==> config.mk <==
export PLATFORM = sky130hd
export DESIGN_NAME = pse_marker
export DESIGN_NICKNAME = d
export VERILOG_FILES = /design/src/design/prime_sieve_engine_core_assert.svh /design/src/design/pse_pkg.sv /design/src/design/pse_marker.sv
export SDC_FILE = /design/constraint.sdc
export NUM_CORES = 1
export LEC_CHECK = 0
export BUFFER_PORTS_ARGS = -buffer_cell sky130_fd_sc_hd__buf_2
export CORE_MARGIN = 2
export CORE_UTILIZATION = 55
export DETAILED_ROUTE_END_ITERATION = 16
export MAX_ROUTING_LAYER = met4
export PLACE_DENSITY = 0.82
export SLEW_MARGIN = 20
export SYNTH_ARGS = -nofsm -noshare
export SYNTH_HDL_FRONTEND = slang
export SYNTH_SLANG_ARGS = --single-unit
==> constraint.sdc <==
create_clock -name clk -period 10.2 [get_ports clk]
set_input_delay 2.04 -clock clk [delete_from_list [all_inputs] [get_ports clk]]
set_output_delay 2.04 -clock clk [all_outputs]
set_load 0.05 [all_outputs]
==> src/design/prime_sieve_engine_core_assert.svh <==
// ---------------------------------------------------------------------------
// Assertion macros for the prime sieve engine
// Clocked on clk, disabled while rst is high.
// ---------------------------------------------------------------------------
`ifndef PRIME_SIEVE_ENGINE_CORE_ASSERT_SVH
`define PRIME_SIEVE_ENGINE_CORE_ASSERT_SVH

// Same-cycle implication.
`define PSE_ASSERT_IMP(label, ante, cons) \
  label: assert property (@(posedge clk) disable iff (rst) (ante) |-> (cons)) \
    else $error("sieve engine assertion failed");

// Next-cycle implication.
`define PSE_ASSERT_NEXT(label, ante, cons) \
  label: assert property (@(posedge clk) disable iff (rst) (ante) |=> (cons)) \
    else $error("sieve engine assertion failed");

`endif

==> src/design/pse_pkg.sv <==
// ---------------------------------------------------------------------------
// pse_pkg
// Shared types and constants of the prime sieve engine.
// ---------------------------------------------------------------------------
package pse_pkg;

  localparam int unsigned VAL_W = 16;
  localparam int unsigned CUR_W = VAL_W + 1;

  localparam logic [CUR_W-1:0] CURSOR_START = 17'd2;

  typedef enum logic {
    OP_START = 1'b0,
    OP_FETCH = 1'b1
  } op_t;

  typedef struct packed {
    op_t              operation;
    logic [VAL_W-1:0] limit;
  } req_t;

  typedef struct packed {
    logic [VAL_W-1:0] prime;
    logic             found;
  } rsp_t;

  // Top level to multiple marker
  typedef struct packed {
    logic             go;
    logic [VAL_W-1:0] prime;
    logic [VAL_W-1:0] limit;
  } mark_cmd_t;

  // Multiple marker to top level
  typedef struct packed {
    logic             done;
    logic             wr_en;
    logic [CUR_W-1:0] wr_addr;
  } mark_stat_t;

endpackage

==> src/design/pse_marker.sv <==
// ---------------------------------------------------------------------------
// pse_marker
// Squares a new prime and walks its multiples from the square up to the
// limit, one bitmap write per cycle.
// ---------------------------------------------------------------------------
module pse_marker (
  input  logic                   clk,
  input  logic                   rst,
  input  pse_pkg::mark_cmd_t     cmd,
  output pse_pkg::mark_stat_t    stat
);

  typedef enum logic [1:0] {
    M_IDLE,
    M_SQUARE,
    M_CHECK,
    M_RUN
  } mstate_t;

  mstate_t                       state;
  logic [pse_pkg::VAL_W-1:0]     step;
  logic [pse_pkg::VAL_W-1:0]     limit;
  logic [2*pse_pkg::VAL_W-1:0]   square;
  logic [pse_pkg::CUR_W-1:0]     addr;
  logic [pse_pkg::CUR_W-1:0]     addr_next;
  logic [pse_pkg::CUR_W-1:0]     limit_ext;
  logic                          square_over;

  assign limit_ext   = {1'b0, limit};
  assign addr_next   = addr + {1'b0, step};
  assign square_over = square > {{pse_pkg::VAL_W{1'b0}}, limit};

  always_ff @(posedge clk) begin
    if (rst) begin
      state <= M_IDLE;
    end else begin
      unique case (state)
        M_IDLE: begin
          if (cmd.go) begin
            step  <= cmd.prime;
            limit <= cmd.limit;
            state <= M_SQUARE;
          end
        end
        M_SQUARE: begin
          square <= step * step;
          state  <= M_CHECK;
        end
        M_CHECK: begin
          // square fits the address width whenever it is within the limit
          addr  <= square[pse_pkg::CUR_W-1:0];
          state <= square_over ? M_IDLE : M_RUN;
        end
        M_RUN: begin
          addr <= addr_next;
          if (addr_next > limit_ext) begin
            state <= M_IDLE;
          end
        end
        default: state <= M_IDLE;
      endcase
    end
  end

  always_comb begin
    stat.wr_en   = (state == M_RUN);
    stat.wr_addr = addr;
    stat.done    = ((state == M_CHECK) && square_over) ||
                   ((state == M_RUN) && (addr_next > limit_ext));
  end

endmodule

==> summary.md, run 1 <==
| Metric | Value |
|---|---|
| Status | finished, final reports clean |
| Critical Path End | stat[18] |
| Multi-input logic area | slightly below 0.008 mm² |
| Starting density of the core | 0.563 |
| RSZ-0062 raised after global routing | false |
| Clk slew on worst S/H paths | 0.06 ns |
| Vias in the first global route | between 8,000 and 9,000 |
| Maxcap violations | 0 |
| Drt initial violations | between 500 and 600 |
| Via density | 5.48 |
| Layout area overhead | 7.13% |
| DRT antenna net count | 0 |
| Vias | 8,001 |
| Crit path max fanout | 21 |
| Setup Buffers After CTS | 0 |
| Std-Cell Core Area | 0.0204 mm² |
| Startpoint class of the critical path | flip-flop |
| Post-place setup slack | 3.59 ns |
| CP startpoint | step[0] |
| FF/Latch Area | about 0.0024 mm² |
| Maximum vdd drop | 0.447 mV |
| Final TNS setup | 0 ns |
| Worst setup margin | 3.51 ns |
| Synth Cell Area | 0.0115 mm² |
| Post-synthesis sequential area ratio | 0.213 |
| Gp weighted congestion | 0.890 |
| Critical path data arrival time | 4.65 ns |
| Relative slew slack | 0.321 |
| Worst r2r dst | square[29] |
| Clock skew | 0.00822 ns |
| Post-Synth Adder-Cell Area | 0.449 |
| Total power | roughly 3400 µW |
| Largest family of logic cells by synthesized area | adder cells |
| Most used DFF post-synth | edfxtp_1 |
| Mapped Avg Cell Area | 10.0 µm² |
| CTS tree | done |
| Root buffer cell | clkbuf_16 |
| Synth Warn # | 0 |
| Reg2reg setup slack | 3.53 ns |
| Fin crit period | 6.69 ns |
| Simple-gate share of the synthesized area | 0.104 |
| Clock Latency Late Sink | 0.34 ns |
| Drt drc | 0 |
| CTS resizes | 0 |
| Number of synthesized flops with an enable pin | 80 |
| Cell-by-cell trace of the critical path | ha_1 -> fa_1 -> a21o_1 -> a21oi_1 -> o21ai_1 -> a21o_1 -> a41o_1 -> nor2_1 -> xnor2_1 -> ha_1 -> a2111oi_0 -> o211ai_1 -> o21ai_4 -> a31oi_1 -> buf_2 |
| H-tree depth | 3 |
| Post-Syn Nets | about 1,500 |
| Cells after synthesis | around 1,100 |
| Crit. End Element | primary output |
| Largest net degree at the start of global routing | 33 |
| Global route total overflow | 0 |
| Max-slew violation count | 0 |
| Boundary pin count | 54 |
| Max clock buf depth | 2 |
| Die W | between 100 and 150 µm |
| Final hold vios | 0 |
| Share of cells above drive strength 1 | 0.0772 |
| Mux cell area share after synthesis | 0.0137 |
| Period utilization | 0.656 |
| Min-Delay Path Class | flip-flop to flip-flop |
| First-pass GRT wire length | roughly 42,000 µm |
| Die ar. | 0.0220 mm² |
| Die span in y | 148 µm |
| Final setup fails | 0 |
| Diodes inserted | 0 |
| Final Net Count | between 1,500 and 2,000 |
| Worst-case reg-to-reg path depth | 21 |
| Asr flop ratio synth | 0 |
| Post-synthesis compound-gate area fraction | 0.0845 |
| Wire per inst | 16.9 µm |
| Port Buf Inserts | 53 |
| R2r startpoint | step[12] |
| CTS Sinks | 82 |
| Slowest CP cell | edfxtp_1 |
| Required time of the critical path | 8.16 ns |
| P per Cell Area | 275 mW/mm² |
| Post-synthesis xor/xnor area fraction | 0.0390 |
| Max Fclk | 0.149 GHz |
| Hold-fix buffers at CTS | 0 |
| Leakage Power | 0.00614 µW |
| First-pass DRT Iterations | 6 |
| Initial antenna violation count | 0 |
| All-Layer GR Usage | 0.248 |
| Total Wirelength | 24,700 µm |
| Largest stage delay on the critical path | 0.74 ns |
| Worst-margin pin slew | 1.02 ns |
| Kind of critical path | flip-flop to primary output |
| #FFs+latches synth | between 80 and 90 |
| CTS buffer count | 9 |
| # rows | 52 |
| Distinct cells, synth | 52 |
| # fillers | roughly 1,600 |
| Detailed placer's ending HPWL | 20,100 µm |
==> state kept, by name (all words and copies together) (netlist names) <==
register  count
square       31
addr         17
limit        16
step         16
state         2
==> how the worst min path moves through the flow <==
stage                     endpoint      start  cells past startpoint  slack [ns]
after floorplan            addr[3]  square[3]                      2        0.52
after global placement     addr[2]  square[2]                      2        0.57
after detailed placement  state[1]   state[0]                      2        0.60
after CTS                 state[1]   state[0]                      2        0.61
after global routing       addr[9]  square[9]                      1        0.62
final                      addr[2]  square[2]                      2        0.60
==> synthesized netlist by cell type, drive strengths merged (2+ instances only) <==
library cell	n	area, µm²
nand2	87	327
o21bai	11	82.6
and2	54	338
and3	5	31.3
or2	3	18.8
o211ai	2	15.0
or3	4	25.0
and4	2	17.5
a31oi	5	31.3
a21oi	51	255
inv	273	1020
a2111oi	3	26.3
nor2	29	109
o21ai	23	126
nor2b	10	62.6
nor4	5	31.3
o21a	10	75.1
ha	147	1840
o22ai	2	12.5
clkbuf	21	78.8
o31ai	4	30.0
dfxtp	2	40.0
xor2	15	131
a211o	3	26.3
edfxtp	80	2400
fa	165	3300
a211oi	3	22.5
a21o	19	143
nand4	8	50.1
a31o	3	26.3
xnor2	36	315
nand2b	7	43.8
mux2	13	146
nor3	7	35.0
a311oi	3	26.3
nand3	12	60.1
a41o	2	20.0
==> placed cells by master, fill, tap and decap left out, types with 8 or more instances in the layout <==
| cell | netlist | layout |
|---|---|---|
| a21o_1 | 19 | 19 |
| a21oi_1 | 51 | 51 |
| and2_1 | 54 | 54 |
| buf_2 | 1 | 53 |
| clkbuf_16 | 0 | 9 |
| edfxtp_1 | 80 | 80 |
| fa_1 | 165 | 165 |
| ha_1 | 147 | 147 |
| inv_1 | 272 | 272 |
| mux2_2 | 13 | 13 |
| nand2_1 | 87 | 87 |
| nand3_1 | 12 | 12 |
| nand4_1 | 8 | 8 |
| nor2_1 | 29 | 29 |
| nor2b_1 | 10 | 10 |
| o21a_1 | 10 | 10 |
| o21ai_0 | 19 | 19 |
| o21bai_1 | 11 | 11 |
| xnor2_1 | 36 | 36 |
| xor2_1 | 15 | 15 |
==> critical path, delay by kind of cell (launching register included) <==
| kind | cells | cell delay [ns] |
|---|---|---|
| AO/OA/AOI/OAI | 9 | 2.12 |
| XOR/XNOR | 1 | 0.11 |
| buffers and inverters | 1 | 0.23 |
| AND/OR/NAND/NOR | 1 | 0.12 |
| flip-flops | 1 | 0.74 |
| adder cells (fa/ha/maj) | 3 | 0.98 |
==> stage by stage <==
stage	instances	util	area [µm²]	hold slack, ns
6_report	1461	0.603	12300	0.602
4_1_cts	1461	0.603	12300	0.606
3_3_place_gp	1445	0.590	12000	0.574
3_5_place_dp	1445	0.590	12000	0.598
5_1_grt	1461	0.603	12300	0.618
2_1_floorplan	1141	-	11500	0.521
==> report_power, final <==
part           switching, µW  total [µW]  internal, µW
combinational           1410        2490          1070
clock                    131         295           164
sequential              38.5         591           552
total                   1580        3370          1790
==> area by class of cell <==
type	instances	area share
multi-input cells	764	0.645
flip-flops and latches	82	0.199
inverters	273	0.0835
well taps	270	0.0275
repair buffers	56	0.0234
clock buffers	11	0.0190
clock inverters	5	0.00255
==> routing by layer <==
metal  GRT usage  wire length [µm]  up-vias
li1            -                 -     3764
met1       0.319             10200     3912
met2       0.416             12300      272
met3      0.0344              1510       53
met4      0.0671               657        0
met5           -                 0        -
==> kinds of logic after synthesis <==
family | after synthesis
adders and majority gates | 312
DFF | 82
muxes | 14
and+or+nand+nor | 238
xor gates and xnor gates | 51
buffers and inverters | 295
AOI/OAI and AO/OA | 149
Note: power is estimated with default switching activity, not from simulation.
==> run 2, diff against run 1 <==
clock period = 6.48 ns   (was 10.2 ns; I/O delays follow)
==> run 2 against run 1 <==
Sequential power grew 54%. Worst setup slack worse by 3.3 ns. Global-route usage grew 1.6 points. Total power is 68% higher. Critical path type is now flip-flop to flip-flop.
==> summary.md, run 2 (synthesis results as in run 1) <==
| Metric | Value |
|---|---|
| Maximum vdd drop | 0.886 mV (+98%) |
| WP buf/inv | 3 (+2) |
| Top reg by flops | square |
| Final setup fails | 0 (unchanged) |
| First-pass DRT Iterations | 7 (+1) |
| # rows | 52 (unchanged) |
| Wire per inst | 17.6 µm (+4.0%) |
| Min-Delay Path Class | flip-flop to flip-flop |
| Die W | 148 µm (unchanged) |
| Leakage Power | 0.00646 µW (+5.1%) |
| R2r startpoint | step[9] |
| Maxcap violations | 0 (unchanged) |
| Crit path max fanout | 8 (-62%) |
| P per Cell Area | 444 mW/mm² (+61%) |
| Via density | 5.49 (+0.24%) |
| H-tree depth | 3 (unchanged) |
| Cell area after layout | 0.0128 mm² (+4.1%) |
| Die span in y | 148 µm (unchanged) |
| Max reg flops | 31 (unchanged) |
| Critical path data arrival time | 6.38 ns (+1.73 ns) |
| Fin crit period | between 6 and 7 ns |
| Clk slew on worst S/H paths | 0.06 ns (about the same) |
| # fillers | 1,534 (-5.1%) |
| Placed Area | 0.0122 mm² (+1.9%) |
| CTS tree | done |
| Final cell count without fillers | 1,520 (+4.0%) |
| Slowest CP cell | fa_1 |
| Most frequent cells in the layout | 272 x inv_1, 165 x fa_1, 147 x ha_1 |
| Boundary pin count | 54 (unchanged) |
| DRT antenna net count | 0 (unchanged) |
| Post-place setup slack | 0.0655 ns (-3.53 ns) |
| Detailed placer's ending HPWL | 21,700 µm (+8.2%) |
| Root buffer cell | clkbuf_16 |
| Hold path startpoint | square[2] |
| Largest stage delay on the critical path | 0.59 ns (-0.15 ns) |
| Cell-by-cell trace of the critical path | buf_4 -> and2_1 -> ha_1 -> xnor2_1 -> fa_1 -> fa_1 -> fa_1 -> fa_1 -> inv_1 -> fa_1 -> inv_1 -> ha_1 -> nand3_1 -> o22ai_1 -> nor2_1 -> o21bai_1 -> a41o_1 -> a211o_1 -> a311oi_1 -> xnor2_1 |
| Relative slew slack | 0.480 (+0.159) |
| Std-Cell Core Area | 0.0204 mm² (unchanged) |
| Gp weighted congestion | 0.973 (+9.3%) |
| Top delay family on crit path | adder cells |
| Crit. End Element | flip-flop |
| Max Fclk | 0.159 GHz |
| Final hold vios | 0 (unchanged) |
| Drt initial violations | 680 (+21%) |
| Hold-fix buffers at CTS | 0 (unchanged) |
| CTS Sinks | 82 (unchanged) |
| Total Wirelength | 26,700 µm (+8.2%) |
| CTS buffer count | 9 (unchanged) |
| CP startpoint | step[9] |
| Max clock buf depth | 2 (unchanged) |
| Worst setup margin | 0.188 ns (-3.32 ns) |
| All-Layer GR Usage | 0.263 (+0.0157) |
| Global route total overflow | 0 (unchanged) |
| Required time of the critical path | 6.57 ns (-1.59 ns) |
| Largest registers | square x31, addr x17 |
| Most frequent cell on the critical path | fa_1 |
| Vias | 8,344 (+4.3%) |
| First-pass GRT wire length | 43,900 µm (+5.6%) |
| Worst-margin pin slew | 0.779 ns (-0.238 ns) |
| Diodes inserted | 0 (unchanged) |
| Layout area overhead | 11.5% |
| Largest net degree at the start of global routing | 33 (unchanged) |
| Startpoint class of the critical path | flip-flop |
| Max-slew violation count | 0 (unchanged) |
| Drt drc | 0 (unchanged) |
| Initial antenna violation count | 0 (unchanged) |
| Period utilization | 0.971 |
| Total power | 5670 µW (+68%) |
| Vias in the first global route | 8,881 (+5.0%) |
| Share of cells above drive strength 1 | 0.124 (+0.0468) |
| Kind of critical path | flip-flop to flip-flop |
| Clock Latency Late Sink | 0.34 ns (about the same) |
| Starting density of the core | 0.563 (unchanged) |
| Status | finished, final reports clean |
| Reg2reg setup slack | 0.19 ns (-3.34 ns) |
| Final Net Count | 1,593 (+3.9%) |
| Die ar. | 0.0220 mm² (unchanged) |
| Clock skew | 0.00726 ns (-0.000957 ns) |
| Port Buf Inserts | 53 (unchanged) |
| Placed insts | 1,475 (+2.1%) |
| Most common cell after layout, fill and taps aside | inv_1 |
[run 2: changes by cell type in the layout (fill, tap and decap cells not counted), sizes merged]
cell	change
buf	+60
clkinv	-1
bufinv	+2
clkinvlp	-1
clkbuf	-1
[run 2: worst paths after layout]
kind / to / cells after the start
worst max-delay path: square[28] / 20
worst min-delay path: addr[2] / 2
worst max register to register: square[28] / 20
worst min register to register: addr[2] / 2
[run 2: worst register-to-register path: stages, from the launching register on]
cell and delay [ns]:
edfxtp_1 0.54, buf_4 0.23, and2_1 0.18, ha_1 0.29, xnor2_1 0.23, fa_1 0.48
fa_1 0.57, fa_1 0.44, fa_1 0.59, inv_1 0.07, fa_1 0.54, inv_1 0.04
ha_1 0.34, nand3_1 0.15, o22ai_1 0.10, nor2_1 0.18, o21bai_1 0.09, a41o_1 0.24
a211o_1 0.29, a311oi_1 0.33, xnor2_1 0.11
[run 2: what timing repair did]
action / CTS / global route
endpoints found under the setup margin: 0 / 12
setup buffers: 0 / 30
gates resized for setup: 0 / 2
[run 2: power by group]
| group | leakage (µW) | internal (µW) | switching [µW] | total (µW) |
|---|---|---|---|---|
| Clock | 0.000145 | 335 | 212 | 547 |
| Sequential | 0.000751 | 869 | 42.0 | 911 |
| Combinational | 0.00556 | 1810 | 2400 | 4210 |
[run 2: through the flow]
step                      utilization  hold WS, ns  setup TNS [ns]
after floorplan                     -        0.521               0
after global placement          0.601        0.577               0
after detailed placement        0.601        0.568               0
after CTS                       0.616        0.592               0
after global routing            0.627        0.621         -0.0340
final                           0.627        0.588               0
[run 2: area by class of cell]
class                      count  area, µm²  area share
clock buffer                  10        229      0.0179
clock inverter                 5       80.1     0.00627
inverter                     273       1020      0.0802
multi-input combinational    764       7930       0.620
sequential                    82       2440       0.191
tap                          270        338      0.0264
timing repair buffer         116        738      0.0578
[run 2: layer usage]
| layer | global-route usage | wire, µm | up-vias | part of all wire |
|---|---|---|---|---|
| met5 | - | 0 | - | 0 |
| met2 | 0.439 | 13500 | 306 | 0.50 |
| met1 | 0.329 | 10700 | 4101 | 0.40 |
| li1 | - | - | 3873 | - |
| met4 | 0.0914 | 911 | 0 | 0.034 |
| met3 | 0.0429 | 1660 | 64 | 0.062 |
==> run 3, diff against run 2 <==
CELL_PAD_IN_SITES_DETAIL_PLACEMENT = 0   (was default)
CELL_PAD_IN_SITES_GLOBAL_PLACEMENT = 2   (was default)
CORE_ASPECT_RATIO = 1.1   (was default)
CORE_UTILIZATION = 42   (was 55)
PLACE_DENSITY = 0.91   (was 0.82)
==> run 3 against run 2 <==
Worst hold slack improved by 0.0024 ns. First-iteration DRC count decreased by 46%. Non-clock buffer count decreased by 22. Sequential cell count unchanged. Die area increased by 30%. Critical path depth unchanged. Largest cell class unchanged. Maximum frequency increased by 1.8%. Critical endpoint is now square[27]. Clock skew increased by 0.0059 ns. Routed wire length increased by 1.4%. Sequential share of layout area about the same. Via count decreased by 4.8%. Sequential power about the same.
==> summary.md, run 3 (synthesis results as in run 1) <==
| Metric | Value |
|---|---|
| Total Wirelength | 27,100 µm (+1.4%) |
| Via density | 5.01 (-8.8%) |
| Placed Area | 0.0124 mm² (+1.2%) |
| Slowest CP cell | fa_1 |
| Boundary pin count | 54 (unchanged) |
| Detailed placer's ending HPWL | 22,400 µm (+3.0%) |
| WP buf/inv | 5 (+2) |
| First-pass DRT Iterations | 6 (-1) |
| Std-Cell Core Area | 0.0269 mm² (+32%) |
| CP startpoint | step[9] |
| Clk slew on worst S/H paths | 0.07 ns (about the same) |
| Max-slew violation count | 0 (unchanged) |
| Hold-fix buffers at CTS | 0 (unchanged) |
| Global route total overflow | 0 (unchanged) |
| Status | finished, final reports clean |
| FF/Latch Area | 0.00244 mm² (unchanged) |
| Cell-by-cell trace of the critical path | buf_12 -> and2_1 -> fa_1 -> inv_1 -> fa_1 -> fa_1 -> inv_1 -> fa_1 -> fa_1 -> inv_1 -> fa_1 -> inv_1 -> ha_1 -> a21o_1 -> a21oi_1 -> o311ai_1 -> a211o_1 -> o21ai_0 -> o21ai_0 -> xor2_1 |
| Cell area after layout | 0.0128 mm² (-0.19%) |
| Post-place setup slack | 0.173 ns (+0.107 ns) |
| Crit path max fanout | 17 (+9) |
| Die ar. | 0.0286 mm² (+30%) |
| Drt initial violations | 366 (-46%) |
| Hold path startpoint | square[2] |
| CTS Sinks | 82 (unchanged) |
| P per Cell Area | 426 mW/mm² (-4.0%) |
| Largest net degree at the start of global routing | 32 (-3.0%) |
| DRT antenna net count | 0 (unchanged) |
| Initial antenna violation count | 0 (unchanged) |
| Wire per inst | 17.1 µm (-2.8%) |
| Crit. End Element | flip-flop |
| Period utilization | 0.954 (-0.0174) |
| Maximum vdd drop | 0.371 mV (-58%) |
| R2r startpoint | step[9] |
| Final setup fails | 0 (unchanged) |
| Starting density of the core | 0.426 (-0.136) |
| Worst setup margin | 0.301 ns (+0.113 ns) |
| Max Fclk | 0.162 GHz (+1.8%) |
| Largest stage delay on the critical path | 0.54 ns (-0.05 ns) |
| Maxcap violations | 0 (unchanged) |
| All-Layer GR Usage | 0.205 (-0.0582) |
| Most frequent cells in the layout | 271 x inv_1, 165 x fa_1, 147 x ha_1 |
| Drt drc | 0 (unchanged) |
| Most common cell after layout, fill and taps aside | inv_1 |
| Multi-input logic area | 0.00792 mm² (about the same) |
| Die W | 161 µm (+8.9%) |
| # rows | 63 (+21%) |
| CTS tree | done |
| Startpoint class of the critical path | flip-flop |
| Max clock buf depth | 2 (unchanged) |
| Root buffer cell | clkbuf_16 |
| Relative slew slack | 0.522 (+0.0418) |
| Final hold vios | 0 (unchanged) |
| Diodes inserted | 0 (unchanged) |
| Worst-margin pin slew | 0.699 ns (-0.0793 ns) |
| Vias in the first global route | 8,471 (-4.6%) |
| Required time of the critical path | 6.57 ns (about the same) |
| Min-Delay Path Class | flip-flop to flip-flop |
| Largest registers | square x31, addr x17 |
| # fillers | 2,565 (+67%) |
| Critical path data arrival time | 6.26 ns (-0.12 ns) |
| Fin crit period | 6.18 ns (-0.113 ns) |
| Vias | 7,941 (-4.8%) |
| Max reg flops | 31 (unchanged) |
| Port Buf Inserts | 53 (unchanged) |
| Clock skew | 0.0132 ns (+0.00591 ns) |
| Most frequent cell on the critical path | fa_1 |
| CTS buffer count | 9 (unchanged) |
| Die span in y | 177 µm (+19%) |
| RSZ-0062 raised after global routing | false |
| Top reg by flops | square |
| Gp weighted congestion | 0.892 (-8.4%) |
| Final TNS setup | 0 ns (unchanged) |
| H-tree depth | 3 (unchanged) |
| Clock Latency Late Sink | 0.35 ns (about the same) |
| Layout area overhead | 11.3% |
| Leakage Power | 0.00636 µW (-1.4%) |
| First-pass GRT wire length | 43,500 µm (-0.90%) |
| Share of cells above drive strength 1 | 0.107 (-0.0166) |
| Final Net Count | 1,571 (-1.4%) |
| Kind of critical path | flip-flop to flip-flop |
| Top delay family on crit path | adder cells |
## run 3: final cells by class
class,count,area share
Multi-Input combinational cell,764,0.621
Sequential cell,82,0.192
Timing Repair Buffer,94,0.0489
Tap cell,357,0.0350
Clock buffer,10,0.0180
Clock inverter,6,0.00510
Inverter,273,0.0803
## run 3: layer usage
layer  up-vias  track usage  routed length (µm)
met5         -            -                   0
met4         0       0.0733                 773
met3        46       0.0223                 923
met2       147        0.357               13900
met1      3920        0.248               11500
li1       3828            -                   -
## run 3: worst reg2reg max path, delay by kind of cell, from the launching register on
kind                       cells  cell delay [ns]
AOI/OAI and AO/OA              6             1.37
xor gates and xnor gates       1             0.17
adders and majority gates      7             3.36
buffers and inverters          5             0.39
DFF                            1             0.42
and+or+nand+nor                1             0.21
## run 3: report_power, final
part	switching [µW]	internal, µW	leakage, µW
registers	39.7	868	0.000751
logic	2240	1760	0.00547
clock network	224	300	0.000140
## run 3: through the flow
stage / util / hold WS, ns / total power [µW] / instances
final: 0.474 / 0.591 / 5430 / 1586
after global routing: 0.474 / 0.622 / 6030 / 1586
after CTS: 0.472 / 0.588 / 5460 / 1578
after detailed placement: 0.461 / 0.573 / 4900 / 1562
after global placement: 0.461 / 0.553 / 4920 / 1562
after floorplan: - / 0.521 / 3960 / 1141
## run 3: final timing paths
check	cells after the start	slack [ns]	endpoint
hold / removal	2	0.59	addr[2]
hold reg to reg	2	0.59	addr[2]
setup reg to reg	20	0.30	square[27]
setup / recovery	20	0.30	square[27]
## run 3: repair_timing
| action | CTS | global route |
|---|---|---|
| resized for setup | 0 | 2 |
| setup endpoints to repair | 0 | 7 |
| endpoints found under the hold margin | 0 | 0 |
| buffers inserted | 0 | 8 |
